### src/rtl/afs_pkg.sv
// Shared constants, codes and types of the array set-operation filter.
package afs_pkg;

   localparam int MAX_ELEMENTS = 32;
   localparam int IDX_W        = $clog2(MAX_ELEMENTS);
   localparam int CNT_W        = $clog2(MAX_ELEMENTS + 1);
   localparam int DATA_W       = 32;
   localparam int INDEX_W      = 5;
   localparam int OP_W         = 2;
   localparam int MODE_W       = 3;
   localparam int SIZE_W       = 6;
   localparam int ADDR_W       = 3;
   localparam int PDATA_W      = 32;

   localparam logic [OP_W-1:0] OP_WRITE_A = 2'd0;
   localparam logic [OP_W-1:0] OP_WRITE_B = 2'd1;
   localparam logic [OP_W-1:0] OP_RUN     = 2'd2;

   localparam logic [MODE_W-1:0] MODE_CONCAT     = 3'd0;
   localparam logic [MODE_W-1:0] MODE_COMMON     = 3'd1;
   localparam logic [MODE_W-1:0] MODE_A_MINUS_B  = 3'd2;
   localparam logic [MODE_W-1:0] MODE_B_MINUS_A  = 3'd3;
   localparam logic [MODE_W-1:0] MODE_SYM_DIFF   = 3'd4;

   localparam logic REG_MODE     = 1'b0;
   localparam logic REG_SET_SIZE = 1'b1;

   localparam logic [MODE_W-1:0] MODE_RESET     = MODE_CONCAT;
   localparam logic [SIZE_W-1:0] SET_SIZE_RESET = 6'd20;

   // read addresses of both element stores
   typedef struct packed {
      logic [IDX_W-1:0] a;
      logic [IDX_W-1:0] b;
   } rd_addr_type;

   // run command to the sequencer
   typedef struct packed {
      logic              start;
      logic [MODE_W-1:0] mode;
      logic [CNT_W-1:0]  count;
   } run_cmd_type;

endpackage

### src/rtl/afs_ram.sv
// Generic single-write, single-read RAM with registered read data.
module afs_ram #(
   parameter int WIDTH = 32,
   parameter int DEPTH = 32
) (
   input  logic                     clock,
   input  logic                     wr_en,
   input  logic [$clog2(DEPTH)-1:0] wr_addr,
   input  logic [WIDTH-1:0]         wr_data,
   input  logic [$clog2(DEPTH)-1:0] rd_addr,
   output logic [WIDTH-1:0]         rd_data
);

   logic [WIDTH-1:0] mem_ff [DEPTH];
   logic [WIDTH-1:0] rd_data_ff;

   always_ff @(posedge clock) begin
      if (wr_en) begin
         mem_ff[wr_addr] <= wr_data;
      end
      rd_data_ff <= mem_ff[rd_addr];
   end

   assign rd_data = rd_data_ff;

endmodule

### src/rtl/afs_run.sv
// Run sequencer: walks the stores, tests membership, holds back one result for the last flag.
module afs_run (
   input  logic                      clock,
   input  logic                      reset,
   input  afs_pkg::run_cmd_type      cmd,
   output logic                      busy,
   output afs_pkg::rd_addr_type      rd_addr,
   input  logic [afs_pkg::DATA_W-1:0] a_rdata,
   input  logic [afs_pkg::DATA_W-1:0] b_rdata,
   output logic                      rsp_valid,
   input  logic                      rsp_stall,
   output logic [afs_pkg::DATA_W-1:0] rsp_element,
   output logic                      rsp_empty_res,
   output logic                      rsp_last
);
   import afs_pkg::*;

   localparam logic [1:0] ST_IDLE   = 2'd0;
   localparam logic [1:0] ST_ISSUE  = 2'd1;
   localparam logic [1:0] ST_DECIDE = 2'd2;
   localparam logic [1:0] ST_FINISH = 2'd3;

   logic [1:0]        state_ff, state_in;
   logic [MODE_W-1:0] mode_ff, mode_in;
   logic [IDX_W-1:0]  nm1_ff, nm1_in;
   logic [IDX_W-1:0]  i_ff, i_in;
   logic [IDX_W-1:0]  j_ff, j_in;
   logic              side_ff, side_in;
   logic              found_ff, found_in;
   logic              rd_valid_ff, rd_valid_in;
   logic              pend_valid_ff, pend_valid_in;
   logic [DATA_W-1:0] pend_ff, pend_in;
   logic              rsp_valid_ff, rsp_valid_in;
   logic [DATA_W-1:0] rsp_element_ff, rsp_element_in;
   logic              rsp_empty_ff, rsp_empty_in;
   logic              rsp_last_ff, rsp_last_in;

   logic              out_free;
   logic              eq;
   logic              hit;
   logic              want;
   logic              last_inner;
   logic              last_outer;
   logic              advance;
   logic [DATA_W-1:0] cur_val;

   assign out_free   = !rsp_valid_ff || !rsp_stall;
   assign eq         = (a_rdata == b_rdata);
   assign hit        = found_ff | eq;
   assign cur_val    = side_ff ? b_rdata : a_rdata;
   assign last_inner = (mode_ff == MODE_CONCAT) || (j_ff == nm1_ff);
   assign last_outer = (i_ff == nm1_ff);
   assign rd_addr.a  = side_ff ? j_ff : i_ff;
   assign rd_addr.b  = side_ff ? i_ff : j_ff;

   always_comb begin
      case (mode_ff)
         MODE_CONCAT: want = 1'b1;
         MODE_COMMON: want = hit;
         default:     want = !hit;
      endcase
   end

   assign advance = (state_ff == ST_DECIDE) && (!want || !pend_valid_ff || out_free);

   always_comb begin
      state_in       = state_ff;
      mode_in        = mode_ff;
      nm1_in         = nm1_ff;
      i_in           = i_ff;
      j_in           = j_ff;
      side_in        = side_ff;
      found_in       = found_ff;
      pend_valid_in  = pend_valid_ff;
      pend_in        = pend_ff;
      rsp_valid_in   = rsp_valid_ff && rsp_stall;
      rsp_element_in = rsp_element_ff;
      rsp_empty_in   = rsp_empty_ff;
      rsp_last_in    = rsp_last_ff;
      rd_valid_in    = (state_ff == ST_ISSUE);

      case (state_ff)
         ST_IDLE: begin
            if (cmd.start) begin
               mode_in  = cmd.mode;
               nm1_in   = IDX_W'(cmd.count - CNT_W'(1));
               i_in     = '0;
               j_in     = '0;
               found_in = 1'b0;
               side_in  = (cmd.mode == MODE_B_MINUS_A);
               if (cmd.count == '0 || cmd.mode > MODE_SYM_DIFF) begin
                  state_in = ST_FINISH;
               end else begin
                  state_in = ST_ISSUE;
               end
            end
         end
         ST_ISSUE: begin
            if (rd_valid_ff) begin
               found_in = found_ff | eq;
            end
            if (last_inner) begin
               state_in = ST_DECIDE;
            end else begin
               j_in = j_ff + IDX_W'(1);
            end
         end
         ST_DECIDE: begin
            if (advance) begin
               if (want) begin
                  if (pend_valid_ff) begin
                     rsp_valid_in   = 1'b1;
                     rsp_element_in = pend_ff;
                     rsp_empty_in   = 1'b0;
                     rsp_last_in    = 1'b0;
                  end
                  pend_in       = cur_val;
                  pend_valid_in = 1'b1;
               end
               found_in = 1'b0;
               j_in     = '0;
               state_in = ST_ISSUE;
               case (mode_ff)
                  MODE_CONCAT: begin
                     if (last_outer) begin
                        if (!side_ff) begin
                           side_in = 1'b1;
                           i_in    = '0;
                        end else begin
                           state_in = ST_FINISH;
                        end
                     end else begin
                        i_in = i_ff + IDX_W'(1);
                     end
                  end
                  MODE_SYM_DIFF: begin
                     if (!side_ff) begin
                        side_in = 1'b1;
                     end else if (last_outer) begin
                        state_in = ST_FINISH;
                     end else begin
                        side_in = 1'b0;
                        i_in    = i_ff + IDX_W'(1);
                     end
                  end
                  default: begin
                     if (last_outer) begin
                        state_in = ST_FINISH;
                     end else begin
                        i_in = i_ff + IDX_W'(1);
                     end
                  end
               endcase
            end
         end
         ST_FINISH: begin
            if (out_free) begin
               rsp_valid_in   = 1'b1;
               rsp_element_in = pend_valid_ff ? pend_ff : '0;
               rsp_empty_in   = !pend_valid_ff;
               rsp_last_in    = 1'b1;
               pend_valid_in  = 1'b0;
               state_in       = ST_IDLE;
            end
         end
         default: begin
            state_in = ST_IDLE;
         end
      endcase
   end

   always_ff @(posedge clock) begin
      if (reset) begin
         state_ff      <= ST_IDLE;
         found_ff      <= 1'b0;
         rd_valid_ff   <= 1'b0;
         pend_valid_ff <= 1'b0;
         rsp_valid_ff  <= 1'b0;
      end else begin
         state_ff      <= state_in;
         found_ff      <= found_in;
         rd_valid_ff   <= rd_valid_in;
         pend_valid_ff <= pend_valid_in;
         rsp_valid_ff  <= rsp_valid_in;
      end
   end

   always_ff @(posedge clock) begin
      mode_ff        <= mode_in;
      nm1_ff         <= nm1_in;
      i_ff           <= i_in;
      j_ff           <= j_in;
      side_ff        <= side_in;
      pend_ff        <= pend_in;
      rsp_element_ff <= rsp_element_in;
      rsp_empty_ff   <= rsp_empty_in;
      rsp_last_ff    <= rsp_last_in;
   end

   assign busy          = (state_ff != ST_IDLE);
   assign rsp_valid     = rsp_valid_ff;
   assign rsp_element   = rsp_element_ff;
   assign rsp_empty_res = rsp_empty_ff;
   assign rsp_last      = rsp_last_ff;

`ifndef SYNTHESIS
   // an empty answer is a single zero transfer that closes the run
   a_empty_is_last: assert property (@(posedge clock) disable iff (reset)
      (rsp_valid_ff && rsp_empty_ff) |-> (rsp_last_ff && rsp_element_ff == '0))
      else $error("empty result not flagged last or not zero");

   // read addresses must hold while a decision waits on the output
   a_decide_hold: assert property (@(posedge clock) disable iff (reset)
      (state_ff == ST_DECIDE && !advance) |=> ($stable(rd_addr.a) && $stable(rd_addr.b)))
      else $error("read address moved during a stalled decision");

   // closing transfer returns the sequencer to idle
   a_finish_idle: assert property (@(posedge clock) disable iff (reset)
      (state_ff == ST_FINISH && out_free) |=> (state_ff == ST_IDLE && rsp_valid_ff && rsp_last_ff))
      else $error("run did not close with a last transfer");

   // a held-back result never coexists with an idle sequencer
   a_no_pending_idle: assert property (@(posedge clock) disable iff (reset)
      (state_ff == ST_IDLE) |-> !pend_valid_ff)
      else $error("pending result left behind after run");
`endif

endmodule

### src/rtl/array_set_operation_filter.sv
// A load gives no transfer; loads run back to back.
// A run covers n = min(set_size, 32) elements of each store, and any output stall
// lengthens it; req_stall stays high for the whole run.
// Run time is set by the single read port of each element RAM: one compare per cycle while the output does not stall.
// Reset (synchronous, active high) clears control and sets mode 0, set_size 20; RAMs keep data.
module array_set_operation_filter (
   input  logic                        clock,
   input  logic                        reset,
   // input channel
   input  logic                        req_valid,
   output logic                        req_stall,
   input  logic [afs_pkg::OP_W-1:0]    req_op,
   input  logic [afs_pkg::INDEX_W-1:0] req_index,
   input  logic signed [afs_pkg::DATA_W-1:0] req_value,
   // result channel
   output logic                        rsp_valid,
   input  logic                        rsp_stall,
   output logic signed [afs_pkg::DATA_W-1:0] rsp_element,
   output logic                        rsp_empty_res,
   output logic                        rsp_last,
   // APB configuration port
   input  logic                        psel,
   input  logic                        penable,
   input  logic                        pwrite,
   input  logic [afs_pkg::ADDR_W-1:0]  paddr,
   input  logic [afs_pkg::PDATA_W-1:0] pwdata,
   output logic [afs_pkg::PDATA_W-1:0] prdata,
   output logic                        pready
);
   import afs_pkg::*;

   // configuration registers
   logic [MODE_W-1:0] mode_ff, mode_in;
   logic [SIZE_W-1:0] set_size_ff, set_size_in;
   logic              reg_sel;
   logic              cfg_wr;

   // input side
   logic              req_xfer;
   logic              idx_ok;
   logic              wr_a;
   logic              wr_b;
   logic              busy;
   run_cmd_type       cmd;
   rd_addr_type       rd_addr;
   logic [DATA_W-1:0] a_rdata;
   logic [DATA_W-1:0] b_rdata;
   logic [DATA_W-1:0] element;

   // ---------------- configuration ----------------
   assign pready  = 1'b1;
   assign reg_sel = paddr[2];
   assign cfg_wr  = psel && penable && pwrite && pready;

   always_comb begin
      mode_in     = mode_ff;
      set_size_in = set_size_ff;
      if (cfg_wr) begin
         case (reg_sel)
            REG_MODE:     mode_in     = pwdata[MODE_W-1:0];
            REG_SET_SIZE: set_size_in = pwdata[SIZE_W-1:0];
            default:      ;
         endcase
      end
   end

   always_comb begin
      case (reg_sel)
         REG_MODE:     prdata = PDATA_W'(mode_ff);
         REG_SET_SIZE: prdata = PDATA_W'(set_size_ff);
         default:      prdata = '0;
      endcase
   end

   always_ff @(posedge clock) begin
      if (reset) begin
         mode_ff     <= MODE_RESET;
         set_size_ff <= SET_SIZE_RESET;
      end else begin
         mode_ff     <= mode_in;
         set_size_ff <= set_size_in;
      end
   end

   // ---------------- input transfers ----------------
   // Stall for the whole run; loads and unused ops are taken every cycle otherwise.
   assign req_stall = busy;
   assign req_xfer  = req_valid && !req_stall;
   assign idx_ok    = (32'(req_index) < 32'(MAX_ELEMENTS));
   assign wr_a      = req_xfer && (req_op == OP_WRITE_A) && idx_ok;
   assign wr_b      = req_xfer && (req_op == OP_WRITE_B) && idx_ok;

   // run command; element count saturates at the store depth
   assign cmd.start = req_xfer && (req_op == OP_RUN);
   assign cmd.mode  = mode_ff;
   assign cmd.count = (set_size_ff > SIZE_W'(MAX_ELEMENTS)) ?
                      CNT_W'(MAX_ELEMENTS) : CNT_W'(set_size_ff);

   // ---------------- element stores ----------------
   afs_ram #(
      .WIDTH (DATA_W),
      .DEPTH (MAX_ELEMENTS)
   ) u_store_a (
      .clock   (clock),
      .wr_en   (wr_a),
      .wr_addr (req_index[IDX_W-1:0]),
      .wr_data (req_value),
      .rd_addr (rd_addr.a),
      .rd_data (a_rdata)
   );

   afs_ram #(
      .WIDTH (DATA_W),
      .DEPTH (MAX_ELEMENTS)
   ) u_store_b (
      .clock   (clock),
      .wr_en   (wr_b),
      .wr_addr (req_index[IDX_W-1:0]),
      .wr_data (req_value),
      .rd_addr (rd_addr.b),
      .rd_data (b_rdata)
   );

   // ---------------- run sequencer ----------------
   // Each outer element is re-read alongside the inner sweep, so no hold register
   // is needed; one result is held back until the next one (or the end) is known.
   afs_run u_run (
      .clock         (clock),
      .reset         (reset),
      .cmd           (cmd),
      .busy          (busy),
      .rd_addr       (rd_addr),
      .a_rdata       (a_rdata),
      .b_rdata       (b_rdata),
      .rsp_valid     (rsp_valid),
      .rsp_stall     (rsp_stall),
      .rsp_element   (element),
      .rsp_empty_res (rsp_empty_res),
      .rsp_last      (rsp_last)
   );

   assign rsp_element = element;

endmodule
### config.mk
export PLATFORM = sky130hd
export DESIGN_NAME = array_set_operation_filter
export DESIGN_NICKNAME = d
export VERILOG_FILES = /design/src/rtl/afs_pkg.sv /design/src/rtl/afs_ram.sv /design/src/rtl/afs_run.sv /design/src/rtl/array_set_operation_filter.sv
export SDC_FILE = /design/constraint.sdc
export NUM_CORES = 2
export LEC_CHECK = 0
export BUFFER_PORTS_ARGS = -buffer_cell sky130_fd_sc_hd__buf_2
export CORE_MARGIN = 4
export CORE_UTILIZATION = 45
export DETAILED_ROUTE_END_ITERATION = 10
export PLACE_DENSITY = 0.67
export SLEW_MARGIN = 5
export SYNTH_ARGS = -nofsm -noshare
export SYNTH_HDL_FRONTEND = slang
export SYNTH_SLANG_ARGS = --single-unit
### constraint.sdc
create_clock -name clock -period 4.6 [get_ports clock]
set_input_delay 0.23 -clock clock [delete_from_list [all_inputs] [get_ports clock]]
set_output_delay 0.23 -clock clock [all_outputs]
set_load 0.05 [all_outputs]
---- After elaboration in Yosys (flattened, before gate mapping) ----
Memories as Yosys holds them, arrays and structs flattened. A register that Yosys moved wholly into a read port is not among the register bits.
Cells that the tools add are included.
operators by class
  $add $sub $neg .......................... 3
  order comparisons ....................... 2
  equal/unequal tests ..................... 23
  multiplexer cells ....................... 65
  bitwise gates (word level) .............. 2
  reduce and logical (&&, ||, !) cells .... 38
operator list
  cell                 count
  $mux 32              6
  $pmux 32 s2          2
  $mux 5               10
  $eq 32x32->1         1
  $mux 1               24
  $pmux 5 s2           2
  $mux 2               9
  $reduce_and 4->1     4
  $pmux 5 s3           1
  $reduce_and 5->1     3
  $pmux 1 s2           7
  $add 5x1->5 const B  2
  $eq 5x5->1           2
  $ne 2x1->1 const B   5
  $ne 3x2->1 const B   3
  $logic_and 1x1->1    8
  $pmux 2 s4           1
  $eq 2x2->1 const B   3
  $gt 6x6->1 const B   1
  $logic_not 1->1      6
  $logic_not 6->1      1
  $mux 6               1
  $ne 2x2->1 const B   3
  $reduce_and 2->1     3
  other kinds (17)     25
word-level totals
  register bits after elaboration ......... 100
  memory bits (writable) .................. 2,048
  input bits .............................. 81
  output and inout bits ................... 69
  logic and storage cells ................. 151
  memories ................................ 2
memories
  name              depth  bits a word  rd ports  clocked after Yosys merged registers in  wr ports  line           source
  u_store_a.mem_ff  32     32           1         1                                        1         afs_ram.sv:14  logic [WIDTH-1:0] mem_ff [DEPTH];
  u_store_b.mem_ff  32     32           1         1                                        1         afs_ram.sv:14

---- Depth between registers and ports, before layout ----
  depth after elaboration ................. 10
  gate-level depth with buffers ........... 9
  gate-level depth less buffers ........... 7

---- Hierarchy ----
From an unflattened synthesis, not the netlist that was laid out.
second synthesis, totals
  cell total of the unflattened synthesis .. 4,951
  area total of the unflattened synthesis .. 86,282.8 µm²
modules (own cells, without submodules)
  module                      times used  cells each  area each (µm²)  sequential area each (µm²)
  afs_ram at u_store_b        1           2,260       40,493.8         31,390.1
  afs_ram at u_store_a        1           2,260       40,492.6         31,390.1
  afs_run                     1           348         4,559.4          2,672.6
  array_set_operation_filter  1           83          737.0            180.2

---- Worst setup path before layout ----
Ideal clock, no wire load.
  kind .................................... flip-flop to flip-flop
  start ................................... register u_store_b.rd_data_ff[28], in the netlist u_store_b.rd_data[28], read port of u_store_b.mem_ff
  end ..................................... register u_run.pend_ff[0] (enable)
  data arrival time ....................... 2,911 ps
  data required time ...................... 4,175 ps
  path slack .............................. 1,264 ps
  cell stages (with the launch flop) ...... 7
  cells stage by stage .................... dfxtp_1 -> xor2_1 -> nor4_1 -> nand4_1 -> o2111a_1 -> a211oi_1 -> nor2b_1
between the ends
  word-level cells in the longest chain between the ends .. 9
ends and longest elaborated chain
  what                            line            source
  from (decl)                     afs_ram.sv:15   logic [WIDTH-1:0] rd_data_ff;
  $eq 32x32->1 (*)                afs_run.sv:48   assign eq = (a_rdata == b_rdata);
  $or 1x1->1 (*)                  afs_run.sv:49   assign hit = found_ff | eq;
  $logic_not 1->1                 afs_run.sv:60   default: want = !hit;
  $pmux 1 s2 (*)                  afs_run.sv:57   case (mode_ff)
  $logic_not 1->1                 afs_run.sv:64   assign advance = (state_ff == ST_DECIDE) && (!want || !pend_valid_ff || out_free);
  $logic_or 1x1->1 (2 in a row)   afs_run.sv:64
  $logic_and 1x1->1               afs_run.sv:64
  $reduce_and 3->1 (no line) (*)  -
  to (signal assigned)            afs_run.sv:194  pend_ff <= pend_in;
  to (decl)                       afs_run.sv:32   logic [DATA_W-1:0] pend_ff, pend_in;
Every way passes the cells marked *; elsewhere a longest branch is shown, timed or not.
A chain may end at the register's enable or synchronous reset.

---- Worst setup path after layout ----
  start ................................... register u_run.side_ff
  end ..................................... register u_store_a.rd_data_ff[23], in the netlist u_store_a.rd_data[23], read port of u_store_a.mem_ff
between the ends
  word-level cells in the longest chain between the ends .. 1
ends and longest elaborated chain
  what                    line            source
  from (decl)             afs_run.sv:28   logic side_ff, side_in;
  from (signal assigned)  afs_run.sv:193  side_ff <= side_in;
  $mux 5                  afs_run.sv:53   assign rd_addr.a = side_ff ? j_ff : i_ff;
  to (decl)               afs_ram.sv:15
Every way passes these cells.

==> impl_metrics.py <==
metrics = {
    "run_status": {
        "status": "completed",
    },
    "yosys": {
        "synth_edf_count": 2133,
        "ys_warn_count": 0,
        "ys_seq_area_share_pct": 77.1,
        "syn-cell-area_sq_um": 85100,
        "synth_cell_types": 50,
        "synth_cells": 4306,
        "synth.avg_cell_area_sq_um": 19.8,
        "netlist_top_cells_area": "edfxtp_1 (75%), mux4_2 (14%), nand2_1 (2.6%), nand3_1 (2.0%), dfxtp_1 (1.9%)",
        "synth_flop_cell": "edfxtp_1",
        "synth-async-reset-ratio_pct": 0,
        "ys_seq_elements": 2212,
        "synth_top_area_share_pct": 75.2,
        "yosysTopAreaCell": "edfxtp_1",
    },
    "die": {
        "io_pins": 150,
        "fp.dieW_microns": 443,
        "coreArea_sq_um": 188000,
        "start_util_pct": 45.3,
        "die_h_microns": 443,
        "rows": 159,
        "die_area_sq_um": 196000,
    },
    "critical_path": {
        "cp_cell_sequence": "mux2i_4 > buf_4 > buf_4 > mux4_2 > nand2_1 > nand3_1 > nand3_1 > o21ai_1",
        "cp.required_ns": 5.27,
        "startpoint_type": "flop",
        "crit_path_end_kind": "flop",
        "slowest_stage": "mux2i_4",
        "crit_buf_inv": 2,
        "cp_data_arrival_time_ns": 4.16,
        "cp_top_family": "multiplexers",
        "cp_max_fo": 10,
        "cpPeakStageDelay_ns": 0.96,
        "setup.worst_path.class": "flop to flop",
    },
    "layout": {
        "instances_no_fill": 7296,
        "ff_latch_area_sq_um": 65600,
        "area.growth.synth_to_final_pct": 13.9,
        "nFillCells": 14563,
        "nets": 4701,
        "drive_gt1_share_pct": 25.6,
        "multi_input_area_sq_um": 18700,
    },
    "cts": {
        "numCtsBuffers": 206,
        "clkTransAtPathRegs_ns": 0.06,
        "cts_tree": "yes",
        "clkSinkCount": 2212,
        "clk_latency_ns": 0.84,
        "post_cts_buffers": 0,
        "clock-root-buffer": "clkbuf_16",
        "clockBufferDepth": 3,
        "h-tree-depth": 4,
    },
    "sta": {
        "slew_viol_final": 0,
        "relSlewSlack_pct": 13.2,
        "hold_viol": 0,
        "fmax_mhz": 286,
        "finalCritPeriodShare_pct": 76.0,
        "period_minus_slack_ns": 3.50,
        "tightest_slew_ns": 1.30,
        "tns_ns": 0,
        "clock-skew-final_ns": 0.0253,
        "rsz0062_at_grt": "no",
        "setup_viol": 0,
    },
    "route": {
        "ant_nets": 0,
        "wl_microns": 208000,
        "wl_per_cell_microns": 28.6,
        "dr.pass1.iters": 5,
        "vias_per_cell": 5.85,
        "drc": 0,
        "drt_iter0_markers": 5623,
        "vias": 42648,
    },
    "global_route": {
        "antenna_found_initial": 12,
        "grt_max_degree": 65,
        "first_global_vias": 43067,
        "grt_pass1_wl_microns": 302000,
        "grt_usage_pct": 21.2,
        "overflow": 0,
    },
    "place": {
        "gp_congestion": 0.855,
        "portBuffers": 94,
        "dp.cells": 6874,
        "hpwl_microns": 115000,
    },
    "power": {
        "leakagePower_nw": 31.4,
        "ir_drop_mv": 0.304,
        "powerDensity_nw_per_um2": 433,
    },
    "worst_hold_path": {
        "min_path_type": "primary input to flop",
    },
    "job": {
        "maxCapViolCount": 0,
    },
}
## logic make-up (layout without fill, tap and decap cells)
group	count (synthesis)	after routing	synth area share [%]
AND/OR/NAND/NOR	1102	1102	5.61
XOR/XNOR	47	47	0.483
multiplexers	570	570	14.3
other	2	34	0.00882
adder cells (fa/ha/maj)	5	5	0.0735
flip-flops	2212	2212	77.1
AO/OA/AOI/OAI	99	99	0.660
buffers and inverters	269	732	1.76
## path summary, 6_finish.rpt
| check | slack [ns] | cells past startpoint | endpoint | start |
|---|---|---|---|---|
| setup / recovery | 1.10 | 8 | u_store_a.rd_data[23]$_DFF_P_ | u_run.side_ff$_DFFE_PP_ |
| setup reg to reg | 1.10 | 8 | u_store_a.rd_data[23]$_DFF_P_ | u_run.side_ff$_DFFE_PP_ |
| hold / removal | 0.08 | 4 | set_size_ff[1]$_SDFFE_PP0P_ | psel |
| hold reg to reg | 0.52 | 2 | u_run.rsp_valid$_SDFF_PP0_ | u_run.pend_valid_ff$_SDFFE_PP0P_ |
## stage by stage
step	hold slack (ns)	utilization (%)	area, sq um	setup WS, ns	total power, mW
after floorplan	0.329	-	85200	1.26	24.5
after global placement	0.454	47.9	90100	1.20	25.8
after detailed placement	0.458	47.9	90100	1.16	25.8
after CTS	0.0131	51.6	97000	1.13	42.3
after global routing	0.0815	51.6	97000	0.963	43.3
final	0.0784	51.6	97000	1.10	42.0
## cells in the mapped netlist (9+ instances only)
master / instances
buf_1: 11
nor2_1: 87
buf_4: 58
edfxtp_1: 2133
xor2_1: 38
nand3_1: 332
buf_6: 26
xnor2_1: 9
o21ai_0: 9
mux4_2: 512
nor2b_1: 36
nand2_1: 597
clkbuf_1: 98
mux2i_1: 17
buf_2: 64
inv_1: 11
o21ai_1: 64
dfxtp_1: 79
mux2_2: 39
## final cells by class
| class | count | share of cell area, % |
|---|---|---|
| repair buffers | 333 | 2.94 |
| clock inverters | 98 | 0.819 |
| multi-input cells | 1850 | 19.3 |
| diodes | 7 | 0.0181 |
| well taps | 2495 | 3.22 |
| flip-flops and latches | 2212 | 67.7 |
| clock buffers | 289 | 5.98 |
| inverters | 12 | 0.0464 |
## worst reg2reg max path: cells and delay by family, from the launching register on
kind / cells / cell delay (ns)
mux: 2 / 1.47
flops: 1 / 0.65
buf+inv: 2 / 0.60
simple gates: 3 / 0.46
compound gates: 1 / 0.16
## timing repair
item | CTS | global route
resized for setup | 0 | 0
hold buffers | 28 | 0
hold endpoints to repair | 53 | 0
## state kept, by name (all words and copies together), names as in the netlist, 3 cells and up
register,flops
u_store_b.rd_data,32
set_size_ff,6
u_store_b.mem_ff,1024
u_store_a.mem_ff,1024
u_run.nm1_ff,5
u_store_a.rd_data,32
u_run.j_ff,5
u_run.pend_ff,32
mode_ff,3
u_run.rsp_element,32
u_run.i_ff,5
u_run.mode_ff,3
## routing by layer
metal | vias up | global-route usage (%) | part of all wire, %
met5 | - | 0 | 0.0058
met3 | 317 | 3.60 | 8.6
met2 | 1932 | 33.6 | 48
met4 | 2 | 8.60 | 4.2
li1 | 17762 | - | -
met1 | 22635 | 29.5 | 39
## cell usage in the layout, fill, tap and decap left out, types with 22 or more instances in the layout
cell	count
o21ai_1	64
nand3_1	332
xor2_1	38
dfxtp_1	79
conb_1	27
buf_2	94
edfxtp_1	2133
nor2b_1	35
clkbuf_16	218
buf_4	170
nor2_1	22
mux4_2	512
clkinv_2	38
clkinv_1	35
clkbuf_1	63
buf_12	41
mux2_2	37
dlygate4sd3_1	28
nand2_1	597
nor2_4	65
## where the power goes
part / internal, mW / switching (mW) / total, mW
Sequential: 22.2 / 0.182 / 22.4
Combinational: 1.12 / 1.87 / 2.98
Clock: 9.45 / 7.16 / 16.6
Total: 32.8 / 9.21 / 42.0
Power figures use the tool's default switching activity.
